--- src/design/mbrs_pkg.sv ---
// Shared constants, types and functions for the Modbus RTU register slave.
`timescale 1ns / 1ps
`default_nettype none
package mbrs_pkg;
  localparam int unsigned NumRegsDefault = 8;
  localparam logic [7:0] SlaveAddrReset = 8'd3;
  localparam logic [7:0] FnRead = 8'h03;
  localparam logic [7:0] FnWrite = 8'h10;
  localparam logic [7:0] FnExcFlag = 8'h80;
  localparam logic [7:0] ExcAddress = 8'h02;
  localparam logic [7:0] ExcValue = 8'h03;
  localparam logic [15:0] CrcInit = 16'hFFFF;
  localparam logic [15:0] CrcPoly = 16'hA001;

  // Bytewise reflected CRC-16 update; eight narrow steps.
  function automatic logic [15:0] crc_update(input logic [15:0] c, input logic [7:0] b);
    logic [15:0] x;
    x = c ^ {8'h00, b};
    for (int k = 0; k < 8; k++) begin
      if (x[0]) x = (x >> 1) ^ CrcPoly;
      else x = x >> 1;
    end
    return x;
  endfunction
endpackage
`default_nettype wire

--- src/design/mbrs_if.sv ---
// Valid/ready stream interfaces for request and response bytes.
`timescale 1ns / 1ps
`default_nettype none
interface mbrs_rx_if;
  logic valid;
  logic ready;
  logic [7:0] rx_byte;
  modport source (output valid, output rx_byte, input ready);
  modport sink (input valid, input rx_byte, output ready);
endinterface

interface mbrs_tx_if;
  logic valid;
  logic ready;
  logic [7:0] tx_byte;
  logic last_byte;
  modport source (output valid, output tx_byte, output last_byte, input ready);
  modport sink (input valid, input tx_byte, input last_byte, output ready);
endinterface
`default_nettype wire

--- src/design/modbus_rtu_register_slave.sv ---
// Modbus RTU holding-register slave: frame parser, register memory and responder.
// Each request byte is absorbed as it arrives; a frame-closing byte with good CRC starts a
// response of up to 2*NUM_REGS+5 bytes (8 for a write): header and CRC bytes one per cycle
// unless the output stalls, each register's two bytes after its memory read, and for a
// write, a first pass copying each buffered word into memory. No new request byte is taken
// while a response is built. Synchronous active-low reset clears control state; a pass
// clears all NUM_REGS entries of register memory and write buffer before any byte is taken.
`timescale 1ns / 1ps
`default_nettype none
module modbus_rtu_register_slave #(
  parameter int unsigned NUM_REGS = mbrs_pkg::NumRegsDefault
) (
  input  wire logic clk,
  input  wire logic rst_n,
  input  wire logic cfg_we,
  input  wire logic [7:0] cfg_wdata,
  mbrs_rx_if.sink in_ch,
  mbrs_tx_if.source out_ch
);
  localparam int unsigned AW = (NUM_REGS > 1) ? $clog2(NUM_REGS) : 1;
  localparam int unsigned BW = AW + 1;
  localparam int unsigned BufBytes = 2 * NUM_REGS;

  typedef enum logic [2:0] {
    S_CLEAR, S_RX, S_WRITE, S_HEAD, S_RDREQ, S_RDHI, S_RDLO, S_CRC
  } state_t;

  state_t state_r;
  logic [7:0] slave_addr_r;
  logic [8:0] pos_r;
  logic [15:0] crc_r, tx_crc_r;
  logic is_write_r;
  logic [15:0] start_r, count_r;
  logic [7:0] dbc_r;
  logic [7:0] exc_r;
  logic [AW-1:0] clr_r;
  logic [15:0] idx_r;
  logic [2:0] hcnt_r;
  logic crc_hi_r;
  logic [7:0] out_byte_r;
  logic out_last_r, out_valid_r;
  logic [7:0] rd_hold_r;

  // Register memory, and the write-data buffer split into high/low byte banks.
  logic [15:0] regs_mem [NUM_REGS];
  logic [7:0] buf_hi [NUM_REGS];
  logic [7:0] buf_lo [NUM_REGS];
  logic [15:0] reg_rd_r;
  logic [7:0] bhi_rd_r, blo_rd_r;

  logic in_fire, out_free;
  logic [7:0] b;
  logic [15:0] crc_in, crc_nxt;
  logic [8:0] k;
  logic [AW-1:0] rd_addr, wr_addr;
  logic [15:0] wr_data;
  logic wr_en;
  logic [16:0] end_addr;

  assign out_free = !out_valid_r || out_ch.ready;
  assign in_ch.ready = (state_r == S_RX);
  assign in_fire = in_ch.valid && in_ch.ready;
  assign b = in_ch.rx_byte;
  assign crc_in = (pos_r == 9'd0) ? mbrs_pkg::CrcInit : crc_r;
  assign crc_nxt = mbrs_pkg::crc_update(crc_in, b);
  assign k = pos_r - 9'd7;
  assign end_addr = {1'b0, start_r} + {1'b0, count_r};
  assign out_ch.valid = out_valid_r;
  assign out_ch.tx_byte = out_byte_r;
  assign out_ch.last_byte = out_last_r;

  // Memory address select: clear sweep while clearing, start plus register index otherwise.
  always_comb begin
    rd_addr = idx_r[AW-1:0] + start_r[AW-1:0];
    wr_addr = (state_r == S_CLEAR) ? clr_r : rd_addr;
    wr_data = (state_r == S_CLEAR) ? 16'h0000 : {bhi_rd_r, blo_rd_r};
    wr_en = (state_r == S_CLEAR) || (state_r == S_WRITE && hcnt_r[0]);
  end

  // Register memory: one write port, one registered read port.
  always_ff @(posedge clk) begin
    if (wr_en) regs_mem[wr_addr] <= wr_data;
    reg_rd_r <= regs_mem[rd_addr];
  end

  // Write buffer: stored by the parser, read back during the write pass.
  always_ff @(posedge clk) begin
    if (state_r == S_CLEAR) begin
      buf_hi[clr_r] <= 8'h00;
      buf_lo[clr_r] <= 8'h00;
    end else if (in_fire && is_write_r && pos_r >= 9'd7 && k < {1'b0, dbc_r}
                 && k < 9'(BufBytes)) begin
      if (k[0]) buf_lo[k[BW-1:1]] <= b;
      else buf_hi[k[BW-1:1]] <= b;
    end
    bhi_rd_r <= buf_hi[idx_r[AW-1:0]];
    blo_rd_r <= buf_lo[idx_r[AW-1:0]];
  end

  // Configuration register.
  always_ff @(posedge clk) begin
    if (!rst_n) slave_addr_r <= mbrs_pkg::SlaveAddrReset;
    else if (cfg_we) slave_addr_r <= cfg_wdata;
  end

  // Parser and responder sequencer.
  always_ff @(posedge clk) begin
    logic done;
    logic [7:0] ob;
    logic ol, emit;
    logic [8:0] pos_v;
    if (!rst_n) begin
      state_r <= S_CLEAR;
      clr_r <= '0;
      pos_r <= '0;
      crc_r <= mbrs_pkg::CrcInit;
      is_write_r <= 1'b0;
      start_r <= '0;
      count_r <= '0;
      dbc_r <= '0;
      out_valid_r <= 1'b0;
      out_last_r <= 1'b0;
      idx_r <= '0;
      hcnt_r <= '0;
      crc_hi_r <= 1'b0;
    end else begin
      done = 1'b0;
      ob = 8'h00;
      ol = 1'b0;
      emit = 1'b0;
      pos_v = pos_r;
      case (state_r)
        S_CLEAR: begin
          clr_r <= clr_r + AW'(1);
          if (clr_r == AW'(NUM_REGS - 1)) state_r <= S_RX;
        end
        S_RX: begin
          if (in_fire) begin
            crc_r <= crc_nxt;
            pos_v = pos_r + 9'd1;
            case (pos_r)
              9'd0: if (b != slave_addr_r) pos_v = 9'd0;
              9'd1: begin
                if (b == mbrs_pkg::FnRead) is_write_r <= 1'b0;
                else if (b == mbrs_pkg::FnWrite) is_write_r <= 1'b1;
                else pos_v = 9'd0;
              end
              9'd2: start_r[15:8] <= b;
              9'd3: start_r[7:0] <= b;
              9'd4: count_r[15:8] <= b;
              9'd5: count_r[7:0] <= b;
              9'd6: if (is_write_r) dbc_r <= b;
              default: begin
                if (!is_write_r) done = 1'b1;
                else if (k > {1'b0, dbc_r}) done = 1'b1;
              end
            endcase
            if (done) begin
              pos_v = 9'd0;
              idx_r <= '0;
              hcnt_r <= '0;
              crc_hi_r <= 1'b0;
              if (crc_nxt == 16'h0000) begin
                if (start_r >= 16'(NUM_REGS)) begin
                  exc_r <= mbrs_pkg::ExcAddress;
                  state_r <= S_HEAD;
                end else if (count_r == 16'h0000 || end_addr > 17'(NUM_REGS)) begin
                  exc_r <= mbrs_pkg::ExcValue;
                  state_r <= S_HEAD;
                end else if (is_write_r && {8'h00, dbc_r} != {count_r[14:0], 1'b0}) begin
                  exc_r <= mbrs_pkg::ExcValue;
                  state_r <= S_HEAD;
                end else begin
                  exc_r <= 8'h00;
                  state_r <= is_write_r ? S_WRITE : S_HEAD;
                end
              end
            end
            pos_r <= pos_v;
          end
        end
        S_WRITE: begin
          // even phase: buffer read; odd phase: memory write
          hcnt_r[0] <= ~hcnt_r[0];
          if (hcnt_r[0]) begin
            if (idx_r + 16'd1 == count_r) begin
              idx_r <= '0;
              state_r <= S_HEAD;
            end else idx_r <= idx_r + 16'd1;
          end
        end
        S_HEAD: begin
          if (out_free) begin
            emit = 1'b1;
            hcnt_r <= hcnt_r + 3'd1;
            if (hcnt_r == 3'd0) ob = slave_addr_r;
            else if (exc_r != 8'h00) begin
              ob = (hcnt_r == 3'd1)
                ? ((is_write_r ? mbrs_pkg::FnWrite : mbrs_pkg::FnRead) | mbrs_pkg::FnExcFlag)
                : exc_r;
              if (hcnt_r == 3'd2) state_r <= S_CRC;
            end else if (!is_write_r) begin
              ob = (hcnt_r == 3'd1) ? mbrs_pkg::FnRead : {count_r[6:0], 1'b0};
              if (hcnt_r == 3'd2) state_r <= S_RDREQ;
            end else begin
              case (hcnt_r)
                3'd1: ob = mbrs_pkg::FnWrite;
                3'd2: ob = start_r[15:8];
                3'd3: ob = start_r[7:0];
                3'd4: ob = count_r[15:8];
                default: begin
                  ob = count_r[7:0];
                  state_r <= S_CRC;
                end
              endcase
            end
          end
        end
        S_RDREQ: state_r <= S_RDHI;
        S_RDHI: begin
          if (out_free) begin
            emit = 1'b1;
            ob = reg_rd_r[15:8];
            rd_hold_r <= reg_rd_r[7:0];
            state_r <= S_RDLO;
          end
        end
        S_RDLO: begin
          if (out_free) begin
            emit = 1'b1;
            ob = rd_hold_r;
            if (idx_r + 16'd1 == count_r) state_r <= S_CRC;
            else begin
              idx_r <= idx_r + 16'd1;
              state_r <= S_RDREQ;
            end
          end
        end
        S_CRC: begin
          if (out_free) begin
            emit = 1'b1;
            crc_hi_r <= 1'b1;
            if (!crc_hi_r) ob = tx_crc_r[7:0];
            else begin
              ob = tx_crc_r[15:8];
              ol = 1'b1;
              state_r <= S_RX;
            end
          end
        end
        default: state_r <= S_RX;
      endcase
      // output register: load a new byte, or drop valid once the held byte is taken
      if (emit) begin
        out_valid_r <= 1'b1;
        out_byte_r <= ob;
        out_last_r <= ol;
        if (state_r != S_CRC) begin
          tx_crc_r <= mbrs_pkg::crc_update(
            (state_r == S_HEAD && hcnt_r == 3'd0) ? mbrs_pkg::CrcInit : tx_crc_r, ob);
        end
      end else if (out_ch.ready) begin
        out_valid_r <= 1'b0;
      end
    end
  end
endmodule
`default_nettype wire

--- src/flat_wrapper.sv ---
// flat-port wrapper written by rule: the top's interface ports become plain ports
module modbus_rtu_register_slave_flat 
#(
  parameter int unsigned NUM_REGS = mbrs_pkg::NumRegsDefault
)
  (clk, rst_n, cfg_we, cfg_wdata, in_ch_valid, in_ch_rx_byte, in_ch_ready, out_ch_valid, out_ch_tx_byte, out_ch_last_byte, out_ch_ready);
  mbrs_rx_if in_ch_i ();
  mbrs_tx_if out_ch_i ();
  input  wire logic clk;
  input  wire logic rst_n;
  input  wire logic cfg_we;
  input  wire logic [7:0] cfg_wdata;
  input wire logic [$bits(in_ch_i.valid)-1:0] in_ch_valid;
  input wire logic [$bits(in_ch_i.rx_byte)-1:0] in_ch_rx_byte;
  output wire logic [$bits(in_ch_i.ready)-1:0] in_ch_ready;
  output wire logic [$bits(out_ch_i.valid)-1:0] out_ch_valid;
  output wire logic [$bits(out_ch_i.tx_byte)-1:0] out_ch_tx_byte;
  output wire logic [$bits(out_ch_i.last_byte)-1:0] out_ch_last_byte;
  input wire logic [$bits(out_ch_i.ready)-1:0] out_ch_ready;
  assign in_ch_i.valid = in_ch_valid;
  assign in_ch_i.rx_byte = in_ch_rx_byte;
  assign in_ch_ready = in_ch_i.ready;
  assign out_ch_valid = out_ch_i.valid;
  assign out_ch_tx_byte = out_ch_i.tx_byte;
  assign out_ch_last_byte = out_ch_i.last_byte;
  assign out_ch_i.ready = out_ch_ready;
  modbus_rtu_register_slave #(.NUM_REGS(NUM_REGS)) u_core (.clk(clk), .rst_n(rst_n), .cfg_we(cfg_we), .cfg_wdata(cfg_wdata), .in_ch(in_ch_i), .out_ch(out_ch_i));
endmodule
--- config.mk ---
export PLATFORM = sky130hd
export DESIGN_NAME = modbus_rtu_register_slave_flat
export DESIGN_NICKNAME = d
export VERILOG_FILES = /design/src/design/mbrs_pkg.sv /design/src/design/mbrs_if.sv /design/src/design/modbus_rtu_register_slave.sv /design/src/flat_wrapper.sv
export SDC_FILE = /design/constraint.sdc
export NUM_CORES = 1
export LEC_CHECK = 0
export BUFFER_PORTS_ARGS = -buffer_cell sky130_fd_sc_hd__clkbuf_2
export CORE_ASPECT_RATIO = 1.25
export CORE_MARGIN = 2
export CORE_UTILIZATION = 50
export CTS_BUF_LIST = sky130_fd_sc_hd__clkbuf_4
export DETAILED_ROUTE_END_ITERATION = 6
export GPL_TIMING_DRIVEN = 0
export PLACE_DENSITY = 0.68
export SYNTH_ARGS = -nofsm -noshare
export SYNTH_HDL_FRONTEND = slang
export SYNTH_SLANG_ARGS = --single-unit
--- constraint.sdc ---
create_clock -name clk -period 4.2 [get_ports clk]
set_clock_uncertainty 0.2 [all_clocks]
set_input_delay 0.84 -clock clk [delete_from_list [all_inputs] [get_ports clk]]
set_output_delay 0.84 -clock clk [all_outputs]
set_load 0.03 [all_outputs]
==> metrics.yaml <==
outcome:
  status: "finished, violations left"
  violations: "design-rule violations"
final_layout:
  final_nets: 1823
  regArea_um2: 11400
  multi_input_area_um2: 8040
  fillers: 3229
  final_common_cell: "edfxtp_1"
  final_util_pct: 57.1
  stdcell_count: 2350
  area_growth_pct: 12.8
  layout_common_cells: "edfxtp_1, nand2_1, clkbuf_4"
  layout-drive-gt1-share_pct: 20.0
floorplanning:
  fp.dieH_um: 226
  fp.coreArea_um2: 39000
  fp.dieW_um: 182
  placement_rows: 81
  initial_core_util_pct: 50.6
  die_area_um2: 41100
  io_pins: 32
power:
  p_leak_nw: 7.99
  irDropWorstVdd_mv: 0.198
  power_density_nw_per_um2: 508
synthesis:
  synth_adder_area_share_pct: 2.55
  synth_area_per_cell_um2: 12.3
  yosys.area_share.simple_pct: 12.4
  synth_compound_area_share_pct: 8.98
  synth_top_family_by_area: "simple AND/OR/NAND/NOR gates"
  ys_ff_latch: 424
  synth.net_count: 1673
  synth_cell_types: 85
  synth_ff_type: "edfxtp_1"
  synthXorXnorAreaFrac_pct: 5.50
  synth_area_um2: 19800
  synth_warnings: 0
  synthMuxAreaShare_pct: 10.3
  seq_area_frac_synth_pct: 57.6
  synth_top_area_cell: "edfxtp_1"
  synthTopCellsByArea: "edfxtp_1, dfxtp_1, mux4_2"
  yosysTopAreaCellShare_pct: 44.1
  synth_edf_count: 290
  async_flop_share_pct: 0
  netlist_instances: 1613
setup_path:
  crit_type: "reg -> reg"
  rr_worst_depth: 13
  worstPathArrival_ns: 4.39
  r2r-end: "u_core.tx_crc_r[0]"
  cp-start-kind: "flop"
  worstPathRequired_ns: 4.58
  r2r-start: "u_core.hcnt_r[0]"
  cp_cell_sequence: "inv_1 -> ha_1 -> nor2b_1 -> buf_2 -> a22oi_1 -> o21ai_0 -> nand4_1 -> nand4_1 -> a31oi_1 -> xnor2_2 -> xnor3_2 -> xnor2_2 -> xnor2_1"
  cpPeakStageDelay_ns: 0.63
  critical-path-top-delay-family: "compound AO/OA/AOI/OAI gates"
  crit_slowest_cell: "a31oi_1"
  path_max_fanout: 9
  setup.worst_path.end_class: "flop"
  rrSetupSlack_ns: 0.18
  critical_path_buf_inv_count: 2
worst_hold_path:
  min_path_type: "in -> reg"
  min_to: "u_core.slave_addr_r[5]"
  hold_start: "cfg_wdata[5]"
  min_path_cells: 3
place:
  dp.cells: 2153
  pre_cts_ws_ns: -0.985
  gp_congestion: 0.911
  dpl.hpwl_mm: 35.0
  portBuffers: 28
grt:
  grt_pass1_vias: 13700
  met2_usage_pct: 42.8
  use_met3_pct: 4.10
  grt_use_total_pct: 24.8
  antenna_found_initial: 1
  grt_overflow: 0
  met1_usage_pct: 31.2
  grt_pass1_wl_mm: 77.2
  top_usage_layer: "met2"
  grt_max_degree: 17
sta:
  holdWs_ns: 0.0881
  fmax_ghz: 0.249
  relSlewSlack_pct: 17.2
  rsz0062_at_grt: "no"
  slew_viol_final: 0
  finalSetupViolations: 0
  period_share_pct: 95.6
  worst_slack_ns: 0.184
  tightest_slew_ns: 1.23
  min_period_ns: 4.02
  hold_viol_final: 0
cts:
  cts_buffers: 103
  clk_pin_slew_ns: 0.07
  cts_num_sinks: 424
  clock_latency_ns: 0.83
  cts-htree-levels: 3
  cts_buffer_depth: 3
  cts_root_buf: "clkbuf_4"
  cts_tree: "done"
routing:
  dr.first_iter.drc_count: 1066
  routed_wl_mm: 50.0
  viasPerCell: 5.76
  vias: 13500
  dr.pass1.iters: 7
  drc_errors: 1
  wl_per_cell_um: 21.3
  ant_nets: 0
flow_run:
  max-cap-violations: 0
[tightest hold or removal path: stages]
cell and delay, ns:
clkbuf_2 0.08, mux2i_1 0.06, nor2_1 0.07
[registers in the layout, summed over array words and instances (netlist names), 16 cells and up]
signal,count
u_core.reg_rd_r,16
u_core.count_r,16
u_core.buf_hi,64
u_core.crc_r,16
u_core.buf_lo,64
u_core.regs_mem,128
u_core.tx_crc_r,16
u_core.start_r,16
u_core.idx_r,16
[metal layers]
metal	share of wire [%]	vias up	wire, um
met5	0	-	0
met4	3.0	0	1490
met3	5.6	104	2800
met2	50	463	24900
met1	42	6642	20800
li1	-	6326	-
[cells by family after synthesis]
group                    Yosys count
buffers and inverters            134
adder cells (fa/ha/maj)           39
AND/OR/NAND/NOR                  508
AO/OA/AOI/OAI                    275
flip-flops                       424
multiplexers                     120
XOR/XNOR                         113
[stage by stage]
stage | instance area, um^2 | total power [mW] | setup TNS (ns)
2_1_floorplan | 19800 | 7.06 | 0
3_3_place_gp | 20500 | 7.77 | -209.35
3_5_place_dp | 20700 | 7.94 | -56.97
4_1_cts | 22200 | 11.4 | -4.44
5_1_grt | 22300 | 11.9 | 0
6_report | 22300 | 11.3 | 0
[cells in the mapped netlist, types with 5 or more instances]
cell      instances
a222oi_1          6
buf_2            10
nor2b_1          15
o21ai_0          39
or2_2             9
or4_1             5
o21ai_1          15
nor3b_1           5
mux2i_1          37
nor2_1          123
nor4_1           17
ha_1             37
a21o_1           12
or3_1             5
xor2_1           41
mux2_2           19
nand2_1         178
mux4_2           64
nand3_1          25
a21oi_1         101
o21a_1           10
and2_1           43
nand2b_1         11
nand4_1          15
and4_1            6
nor3_1           26
o211ai_1         17
buf_1            12
clkbuf_1         73
inv_1            34
a22oi_1           9
edfxtp_1        290
o21bai_1          6
and3_1            6
dfxtp_1         134
a31oi_1           9
xnor2_1          63
[power breakdown]
part           switching, mW  total (mW)  leakage, nW  internal [mW]
Combinational           1.48        2.31         3.38          0.833
Sequential             0.231        5.61         3.81           5.38
Clock                   1.68        3.39        0.802           1.71
Total                   3.40        11.3         7.99           7.92
[layout make-up]
| type | instances | area share [%] |
|---|---|---|
| Buffer | 96 | 1.74 |
| Clock buffer | 141 | 4.75 |
| Sequential cell | 424 | 51.1 |
| Clock inverter | 51 | 1.25 |
| Inverter | 37 | 0.623 |
| Multi-Input combinational cell | 1055 | 36.1 |
| Tap cell | 498 | 2.80 |
| Antenna cell | 2 | 0.0225 |
| Timing Repair Buffer | 46 | 1.63 |
[how the worst max path moves through the flow]
stage | startpoint | endpoint | depth (start not counted)
floorplan | u_core.pos_r[0] | u_core.buf_hi[1][0] | 11
global placement | u_core.pos_r[0] | u_core.buf_hi[5][4] | 12
detailed placement | u_core.pos_r[0] | u_core.buf_hi[1][1] | 12
CTS | u_core.pos_r[0] | u_core.buf_lo[1][4] | 12
global route | u_core.pos_r[0] | u_core.buf_lo[6][4] | 13
finish | u_core.hcnt_r[0] | u_core.tx_crc_r[0] | 13
[repair_timing]
| item | 4_1_cts | 5_1_grt |
|---|---|---|
| resized for setup | 22 | 17 |
| setup endpoints to repair | 125 | 221 |
| pin swaps | 0 | 1 |
| endpoints found under the hold margin | 2 | 0 |
| hold buffers | 2 | 0 |
| buffers inserted | 2 | 0 |
(Power assumes the default switching activity.)
